### config.mk
export PLATFORM = sky130hd
export DESIGN_NAME = gtba_pixel_calc
export DESIGN_NICKNAME = d
export VERILOG_FILES = /design/src/rtl/gtba_pkg.sv /design/src/rtl/gtba_pixel_calc.sv
export SDC_FILE = /design/constraint.sdc
export NUM_CORES = 1
export LEC_CHECK = 0
export BUFFER_PORTS_ARGS = -buffer_cell sky130_fd_sc_hd__buf_2
export CAP_MARGIN = 20
export CORE_MARGIN = 3
export CORE_UTILIZATION = 55
export DETAILED_ROUTE_END_ITERATION = 6
export GPL_ROUTABILITY_DRIVEN = 0
export PLACE_DENSITY = 0.77
export SLEW_MARGIN = 10
export SYNTH_ARGS = -nofsm -noshare
export SYNTH_HDL_FRONTEND = slang
export SYNTH_SLANG_ARGS = --single-unit
### constraint.sdc
create_clock -name vclk -period 13.7
set_clock_uncertainty 0.1 [all_clocks]
set_input_delay 1.37 -clock vclk [all_inputs]
set_output_delay 1.37 -clock vclk [all_outputs]
set_load 0.02 [all_outputs]
### src/rtl/gtba_pkg.sv
`default_nettype none

package gtba_pkg;

    localparam int unsigned ADDR_W   = 20;
    localparam int unsigned PIXEL_W  = 32;
    localparam int unsigned STRIDE_W = 11;
    localparam int unsigned WIDTH_W  = 11;
    localparam int unsigned GADDR_W  = 11;
    localparam int unsigned CODE_W   = 8;
    localparam int unsigned SX_W     = 10;
    localparam int unsigned SY_W     = 9;
    localparam int unsigned INDEX_W  = 7;
    localparam int unsigned ROWCOL_W = 3;
    localparam int unsigned CFG_IDX_W = 2;
    localparam int unsigned CFG_DATA_W = 32;

    localparam logic CMD_LOAD   = 1'b0;
    localparam logic CMD_RENDER = 1'b1;

    localparam logic [CFG_IDX_W-1:0] REG_BUFFER_STRIDE = 2'd0;
    localparam logic [CFG_IDX_W-1:0] REG_SCREEN_WIDTH  = 2'd1;
    localparam logic [CFG_IDX_W-1:0] REG_FORE_COLOR    = 2'd2;
    localparam logic [CFG_IDX_W-1:0] REG_BACK_COLOR    = 2'd3;

    localparam logic [STRIDE_W-1:0] RST_BUFFER_STRIDE = 11'd512;
    localparam logic [WIDTH_W-1:0]  RST_SCREEN_WIDTH  = 11'd480;
    localparam logic [PIXEL_W-1:0]  RST_FORE_COLOR    = 32'h00FF_FFFF;
    localparam logic [PIXEL_W-1:0]  RST_BACK_COLOR    = 32'hFF00_0000;

    localparam logic [7:0] ALPHA_CLEAR  = 8'h00;
    localparam logic [7:0] ALPHA_OPAQUE = 8'hFF;

    typedef struct packed {
        logic                command;
        logic [GADDR_W-1:0]  glyph_address;
        logic [7:0]          glyph_byte;
        logic [CODE_W-1:0]   char_code;
        logic [SX_W-1:0]     start_x;
        logic [SY_W-1:0]     start_y;
        logic [INDEX_W-1:0]  char_index;
        logic [ROWCOL_W-1:0] glyph_row;
        logic [ROWCOL_W-1:0] glyph_col;
        logic [PIXEL_W-1:0]  old_pixel;
    } t_in_item;

    typedef struct packed {
        logic [ADDR_W-1:0]  pixel_address;
        logic [PIXEL_W-1:0] pixel_value;
        logic               write_enable;
    } t_out_item;

    typedef struct packed {
        logic [STRIDE_W-1:0] buffer_stride;
        logic [WIDTH_W-1:0]  screen_width;
        logic [PIXEL_W-1:0]  fore_color;
        logic [PIXEL_W-1:0]  back_color;
    } t_cfg;

endpackage

`default_nettype wire

### src/rtl/gtba_pixel_calc.sv
`default_nettype none

module gtba_pixel_calc (
    input  wire gtba_pkg::t_in_item  i_item,
    input  wire logic [7:0]          i_glyph_bits,
    input  wire gtba_pkg::t_cfg      i_cfg,
    output gtba_pkg::t_out_item      o_result
);

    logic [2:0]  bit_sel;
    logic        fg_hit;
    logic [31:0] color;
    logic [7:0]  alpha;
    logic [7:0]  inv;
    logic [15:0] pm_r;
    logic [15:0] pm_g;
    logic [15:0] pm_b;
    logic [31:0] premul;
    logic [15:0] bl_r;
    logic [15:0] bl_g;
    logic [15:0] bl_b;
    logic [31:0] blend;
    logic [9:0]  line;
    logic [20:0] line_base;
    logic [19:0] address;
    logic        on_screen;
    logic        draw;
    logic        we;
    logic        render;

    always_comb begin
        render = (i_item.command == gtba_pkg::CMD_RENDER);

        // Glyph bits are stored with the leftmost pixel in the MSB.
        bit_sel = 3'd7 - i_item.glyph_col;
        fg_hit  = i_glyph_bits[bit_sel];
        color   = fg_hit ? i_cfg.fore_color : i_cfg.back_color;
        alpha   = color[31:24];
        inv     = gtba_pkg::ALPHA_OPAQUE - alpha;

        pm_r = color[23:16] * inv;
        pm_g = color[15:8] * inv;
        pm_b = color[7:0] * inv;
        if (alpha == gtba_pkg::ALPHA_CLEAR || alpha == gtba_pkg::ALPHA_OPAQUE) begin
            premul = color;
        end else begin
            premul = {alpha, pm_r[15:8], pm_g[15:8], pm_b[15:8]};
        end

        bl_r  = i_item.old_pixel[23:16] * alpha;
        bl_g  = i_item.old_pixel[15:8] * alpha;
        bl_b  = i_item.old_pixel[7:0] * alpha;
        blend = {8'h00, premul[23:0]} + {8'h00, bl_r[15:8], bl_g[15:8], bl_b[15:8]};

        line      = {1'b0, i_item.start_y} + {7'b0, i_item.glyph_row};
        line_base = line * i_cfg.buffer_stride;
        address   = line_base[19:0] + {10'b0, i_item.start_x}
                  + {10'b0, i_item.char_index, 3'b000} + {17'b0, i_item.glyph_col};

        on_screen = ({1'b0, i_item.char_index} < i_cfg.screen_width[10:3]);
        draw      = render && (i_cfg.buffer_stride != '0) && on_screen;
        we        = draw && (alpha != gtba_pkg::ALPHA_OPAQUE);

        o_result.write_enable  = we;
        o_result.pixel_address = render ? address : '0;
        if (!we) begin
            o_result.pixel_value = '0;
        end else if (alpha == gtba_pkg::ALPHA_CLEAR) begin
            o_result.pixel_value = premul;
        end else begin
            o_result.pixel_value = blend;
        end
    end

endmodule

`default_nettype wire

==> impl_metrics.env, run 1 <==
export IMPL_slew_headroom_pct=25.26
export IMPL_yosysWarnings=0
export IMPL_cp_max_fo=24
export IMPL_crit_type="input pin to primary output"
export IMPL_drv_cap=0
export IMPL_grt_pass1_wl_mm=79.76
export IMPL_seqCellArea_sq_um=0
export IMPL_rsz0062_at_grt="no"
export IMPL_drc=0
export IMPL_synth_most_common_cell="inv_1"
export IMPL_endpoint="o_result[24]"
export IMPL_hpwl_mm=38.48
export IMPL_drt_wirelength_per_cell_um=16.88
export IMPL_post_place_ws_ps=1421
export IMPL_worst_slew_pin_slew_ps=1113
export IMPL_antenna_found_initial=3
export IMPL_tns_ps=0
export IMPL_post_cts_setup_buffers=0
export IMPL_hold_path_class="input pin to primary output"
export IMPL_drt_first_pass_iters=5
export IMPL_dieArea_sq_mm=0.03506
export IMPL_avgViaCountPerCell=5.582
export IMPL_core_region_area_sq_mm=0.03196
export IMPL_min_from="i_item[54]"
export IMPL_wl_mm=47.17
export IMPL_cpMaxStageDelayCell="mux2_2"
export IMPL_endpoint_kind="primary output"
export IMPL_worstSetupStartpoint="i_item[32]"
export IMPL_max_stage_delay_ps=670
export IMPL_instances_no_fill=2794
export IMPL_fp_dieW_um=187.2
export IMPL_ctsHoldBuffers=0
export IMPL_port_buffers=194
export IMPL_initial_utilization_pct=56.52
export IMPL_area_delta_synth_final_pct=7.736
export IMPL_critical_path_required_ps=12230
export IMPL_final_max_slew_viol_count=0
export IMPL_ys_types=72
export IMPL_clockBufferCount=0
export IMPL_worstPathArrival_ps=10850
export IMPL_synthTopCellsByCount="412 x inv_1, 302 x fa_1, 284 x ha_1, 229 x nor2_1, 208 x nand2_1"
export IMPL_final_util_pct=60.89
export IMPL_num_vias=15600
export IMPL_grt_pass1_vias=16640
export IMPL_yosys_area_top_type="fa_1"
export IMPL_post_route_period_util_pct=89.90
export IMPL_layout_setup_ws_ps=1383
export IMPL_design_seq_count=0
export IMPL_cts_resized=0
export IMPL_synth_avg_cell_area_sq_um=8.196
export IMPL_drtAntennaViolNets=0
export IMPL_hold_viol_final=0
export IMPL_die_y_um=187.2
export IMPL_grt_start_max_net_pins=49
export IMPL_drtIter0Drc=1002
export IMPL_synth_seq_area_share_pct=0
export IMPL_synthesis_area_sq_mm=0.01806
export IMPL_cp_start_kind="input pin"
export IMPL_grt_total_usage_pct=27.13
export IMPL_finalNetCount=3128
export IMPL_timing_final_crit_period_ps=12320
export IMPL_yosys_top_cells_area="fa_1 33%, ha_1 20%, inv_1 8.6%, and2_1 6.1%, nor2_1 4.8%"
export IMPL_syn_inst=2204
export IMPL_synth_top_area_share_pct=33.47
export IMPL_placedCellCount=2788
export IMPL_fmax_ghz=0.08119
export IMPL_setup_viol=0
export IMPL_floorplan_rows=65
export IMPL_drive_gt1_share_pct=11.13
export IMPL_ios=239
export IMPL_overflow=0
export IMPL_status="finished clean"
[worst min-delay path by stage]
stage	endpoint	slack (ps)	depth (start not counted)
floorplan	o_result[33]	2990	2
global placement	o_result[33]	3130	4
detailed placement	o_result[33]	3160	4
CTS	o_result[33]	3160	4
global route	o_result[33]	3210	4
finish	o_result[33]	3150	4
[worst max-delay path: cells and delay by family]
family	cells	cell delay, ps
AO/OA/AOI/OAI	7	2260
buffers and inverters	7	990
multiplexers	3	1840
adder cells (fa/ha/maj)	6	2520
XOR/XNOR	1	260
AND/OR/NAND/NOR	8	1540
[cell families (layout without fill, tap and decap cells)]
kind of cell | Yosys count | in the layout | synth area share (%)
and+or+nand+nor | 770 | 770 | 20.62
muxes | 55 | 55 | 3.435
other | 1 | 12 | 0.02076
buffers and inverters | 493 | 637 | 10.69
xor gates and xnor gates | 78 | 78 | 3.782
adders and majority gates | 586 | 586 | 53.14
AOI/OAI and AO/OA | 221 | 221 | 8.311
[per-layer routing]
metal | routed length, um | GRT usage, % | up-vias
li1 | - | - | 7243
met1 | 19570 | 35.66 | 7703
met2 | 23150 | 48.22 | 556
met3 | 3213 | 2.305 | 94
met4 | 1233 | 7.270 | 0
met5 | 0 | 0 | -
[per-stage QoR]
step	hold slack, ps	cell area, sq um
after floorplan	2992	18090
after global placement	3132	19440
after detailed placement	3157	19440
after CTS	3157	19440
after global routing	3206	19460
final	3153	19460
[layout make-up]
type               instances  area (sq um)
multi-input cells       1717         16160
fillers                 2788         12500
inverters                412          1546
repair buffers           225          1204
well taps                435         544.3
diodes                     5         12.51
[cells in the final DEF, fill, tap and decap left out, types with 12 or more instances in the layout]
cell	synthesis	final
a211oi_1	16	16
a21o_1	27	27
a21oi_1	57	57
a31oi_1	12	12
and2_1	176	176
buf_2	11	194
buf_4	9	31
fa_1	302	302
ha_1	284	284
inv_1	412	412
mux2_2	17	17
mux2i_1	34	34
nand2_1	208	208
nand2b_1	30	30
nand3_1	20	20
nor2_1	229	229
nor2b_1	24	24
nor3_1	31	31
o21ai_0	36	36
xnor2_1	49	49
xor2_1	29	29
==> run 2, diff against run 1 <==
- CORE_MARGIN: 3 -> 5
==> impl_metrics.env, run 2 (synthesized netlist as in run 1, its figures left out) <==
export IMPL_status="finished clean"
export IMPL_wl_mm=46.30
export IMPL_mostFrequentLayoutCells="412 x inv_1, 302 x fa_1, 284 x ha_1"
export IMPL_fp_dieW_um=191.2
export IMPL_hpwl_mm=38.68
export IMPL_critical_path_required_ps=12230
export IMPL_worstSetupStartpoint="i_item[32]"
export IMPL_drc=0
export IMPL_worst_slew_pin_slew_ps=1093
export IMPL_worstPathArrival_ps=10860
export IMPL_core_region_area_sq_mm=0.03245
export IMPL_cp_max_fo=33
export IMPL_initial_utilization_pct=55.66
export IMPL_grt_pass1_vias=16700
export IMPL_grt_start_max_net_pins=49
export IMPL_final_util_pct=59.96
export IMPL_die_y_um=191.2
export IMPL_overflow=0
export IMPL_area_delta_synth_final_pct=7.716
export IMPL_drv_cap=0
export IMPL_avgViaCountPerCell=5.515
export IMPL_setup_viol=0
export IMPL_slew_headroom_pct=26.61
export IMPL_placedCellCount=2795
export IMPL_grt_pass1_wl_mm=78.02
export IMPL_design_seq_count=0
export IMPL_finalNetCount=3127
export IMPL_post_cts_setup_buffers=0
export IMPL_final_common_cell="inv_1"
export IMPL_floorplan_rows=66
export IMPL_dieArea_sq_mm=0.03657
export IMPL_seqCellArea_sq_um=0
export IMPL_num_vias=15430
export IMPL_drtAntennaViolNets=0
export IMPL_crit_top_cell="fa_1"
export IMPL_clockBufferCount=0
export IMPL_drt_wirelength_per_cell_um=16.55
export IMPL_endpoint_kind="primary output"
export IMPL_post_route_period_util_pct=89.97
export IMPL_rsz0062_at_grt="no"
export IMPL_hold_path_class="input pin to primary output"
export IMPL_final_max_slew_viol_count=0
export IMPL_cts_resized=0
export IMPL_hold_viol_final=0
export IMPL_cpMaxStageDelayCell="a2111oi_0"
export IMPL_ctsHoldBuffers=0
export IMPL_timing_final_crit_period_ps=12330
export IMPL_drt_first_pass_iters=5
export IMPL_tns_ps=0
export IMPL_min_from="i_item[54]"
export IMPL_cp_start_kind="input pin"
export IMPL_antenna_found_initial=4
export IMPL_drive_gt1_share_pct=11.09
export IMPL_grt_total_usage_pct=25.66
export IMPL_max_stage_delay_ps=750
export IMPL_fmax_ghz=0.08113
export IMPL_drtIter0Drc=956
export IMPL_port_buffers=194
export IMPL_instances_no_fill=2798
export IMPL_crit_type="input pin to primary output"
export IMPL_ios=239
## run 2: path summary, 6_finish.rpt
| path | slack, ps | cells past startpoint | endpoint |
|---|---|---|---|
| max | 1370 | 32 | o_result[24] |
| min | 3130 | 4 | o_result[33] |
## run 2: routing by layer
metal / wire length (um) / up-vias / GRT usage [%] / share of wire [%]
met5: 7 / - / 0 / 0.015
met4: 995 / 2 / 6.022 / 2.1
met3: 3644 / 87 / 3.543 / 7.9
met2: 22350 / 530 / 44.82 / 48
met1: 19310 / 7582 / 33.87 / 42
li1: - / 7231 / - / -
## run 2: final cells by class
type / instances / area (sq um)
Multi-Input combinational cell: 1717 / 16160
Antenna cell: 3 / 7.507
Timing Repair Buffer: 224 / 1196
Fill cell: 2867 / 13000
Tap cell: 442 / 553.0
Inverter: 412 / 1546
## run 2: per-stage QoR
stage,hold WS [ps],area [sq um],setup WS [ps]
3_5_place_dp,3136,19450,1375
3_3_place_gp,3133,19450,1520
4_1_cts,3137,19450,1369
6_report,3129,19460,1374
2_1_floorplan,2992,18090,2906
5_1_grt,3180,19460,711.5
## run 2: worst max-delay path, delay by kind of cell
kind / cells / cell delay (ps)
AO/OA/AOI/OAI: 11 / 3100
adder cells (fa/ha/maj): 6 / 2420
multiplexers: 3 / 1650
AND/OR/NAND/NOR: 7 / 1330
buffers and inverters: 5 / 940
Power of run 2 is left out: the tool's default activity adds up to more than one toggle a clock period on the data nets, which glitch-free logic cannot reach.
==> run 3, diff against run 2 <==
- CELL_PAD_IN_SITES_DETAIL_PLACEMENT: unset -> 1
- CELL_PAD_IN_SITES_GLOBAL_PLACEMENT: unset -> 1
- CORE_UTILIZATION: 55 -> 46
- PLACE_DENSITY: 0.77 -> unset
- PLACE_DENSITY_LB_ADDON: unset -> 0.1
==> impl_metrics.env, run 3 (synthesized netlist as in run 1, its figures left out) <==
export IMPL_status="finished clean"
export IMPL_drtIter0Drc=649
export IMPL_grt_pass1_wl_mm=88.26
export IMPL_path_buf_inv=5
export IMPL_final_max_slew_viol_count=0
export IMPL_worst_slew_pin_slew_ps=1061
export IMPL_max_stage_delay_ps=780
export IMPL_final_common_cell="inv_1"
export IMPL_finalNetCount=3137
export IMPL_placed_area_sq_mm=0.01961
export IMPL_drt_first_pass_iters=4
export IMPL_tns_ps=0
export IMPL_drtAntennaViolNets=0
export IMPL_worst_path_dominant_cell_family="compound AO/OA/AOI/OAI gates"
export IMPL_fmax_ghz=0.07999
export IMPL_drive_gt1_share_pct=11.47
export IMPL_grt_total_usage_pct=24.37
export IMPL_mostFrequentLayoutCells="412 x inv_1, 302 x fa_1, 284 x ha_1"
export IMPL_wl_mm=53.15
export IMPL_dieArea_sq_mm=0.04333
export IMPL_initial_utilization_pct=46.63
export IMPL_drc=0
export IMPL_whs_ps=3134
export IMPL_post_route_period_util_pct=91.25
export IMPL_worstPathArrival_ps=11030
export IMPL_crit_type="input pin to primary output"
export IMPL_final_util_pct=50.69
export IMPL_drv_cap=0
export IMPL_post_cts_setup_buffers=0
export IMPL_floorplan_rows=72
export IMPL_grt_pass1_vias=17390
export IMPL_cp_max_fo=45
export IMPL_design_seq_count=0
export IMPL_die_y_um=208.2
export IMPL_hpwl_mm=45.20
export IMPL_fp_dieW_um=208.2
export IMPL_hold_depth=4
export IMPL_avgViaCountPerCell=5.375
export IMPL_critical_path_required_ps=12230
export IMPL_cts_resized=0
export IMPL_endpoint_kind="primary output"
export IMPL_slew_headroom_pct=28.75
export IMPL_grt_start_max_net_pins=50
export IMPL_core_region_area_sq_mm=0.03874
export IMPL_timing_final_crit_period_ps=12500
export IMPL_min_to="o_result[33]"
export IMPL_cpMaxStageDelayCell="a2111oi_0"
export IMPL_setup_viol=0
export IMPL_overflow=0
export IMPL_clockBufferCount=0
export IMPL_hold_viol_final=0
export IMPL_min_from="i_item[54]"
export IMPL_ios=239
export IMPL_fillerInstances=4801
export IMPL_hold_path_class="input pin to primary output"
export IMPL_seqCellArea_sq_um=0
export IMPL_num_vias=15490
export IMPL_area_delta_synth_final_pct=8.699
export IMPL_rsz0062_at_grt="no"
export IMPL_antenna_found_initial=2
export IMPL_cp_start_kind="input pin"
export IMPL_postLayoutCellArea_sq_mm=0.01964
export IMPL_drt_wirelength_per_cell_um=18.44
export IMPL_ctsHoldBuffers=0
export IMPL_port_buffers=194
export IMPL_crit_top_cell="fa_1"
-- run 3: changes by cell type in the layout (fill, tap and decap cells not counted), sizes merged --
cell	change
buf	+8
clkbuf	+2
diode	-2
-- run 3: worst max-delay path by stage --
| stage | from | end | slack (ps) | cells after the start |
|---|---|---|---|---|
| 4_1_cts | i_item[32] | o_result[24] | 1220 | 32 |
| 2_1_floorplan | i_item[32] | o_result[18] | 2910 | 32 |
| 3_5_place_dp | i_item[32] | o_result[24] | 1250 | 32 |
| 5_1_grt | i_item[32] | o_result[24] | 760 | 32 |
| 6_report | i_item[32] | o_result[24] | 1200 | 32 |
| 3_3_place_gp | i_item[32] | o_result[24] | 1390 | 32 |
-- run 3: cell type report --
| cell class | count | area [sq um] | share of cell area [%] |
|---|---|---|---|
| diodes | 1 | 2.502 | 0.01274 |
| repair buffers | 234 | 1284 | 6.538 |
| well taps | 518 | 648.1 | 3.301 |
| multi-input cells | 1717 | 16160 | 82.27 |
| inverters | 412 | 1546 | 7.876 |
-- run 3: tightest hold or removal path, cell delays in order --
cell and delay, ps:
buf_2 90, fa_1 140, and2_1 110, buf_2 150
-- run 3: per-stage QoR --
step	setup WS, ps	instances
after global placement	1391	2878
after floorplan	2906	2210
final	1198	2882
after detailed placement	1251	2878
after global routing	759.9	2881
after CTS	1223	2878
-- run 3: metal layers --
layer | wire [um] | vias to the layer above | GRT usage, %
met1 | 24310 | 7913 | 33.47
li1 | - | 7243 | -
met4 | 756 | 2 | 2.809
met2 | 25750 | 287 | 43.07
met5 | 13 | - | 0
met3 | 2315 | 47 | 2.621
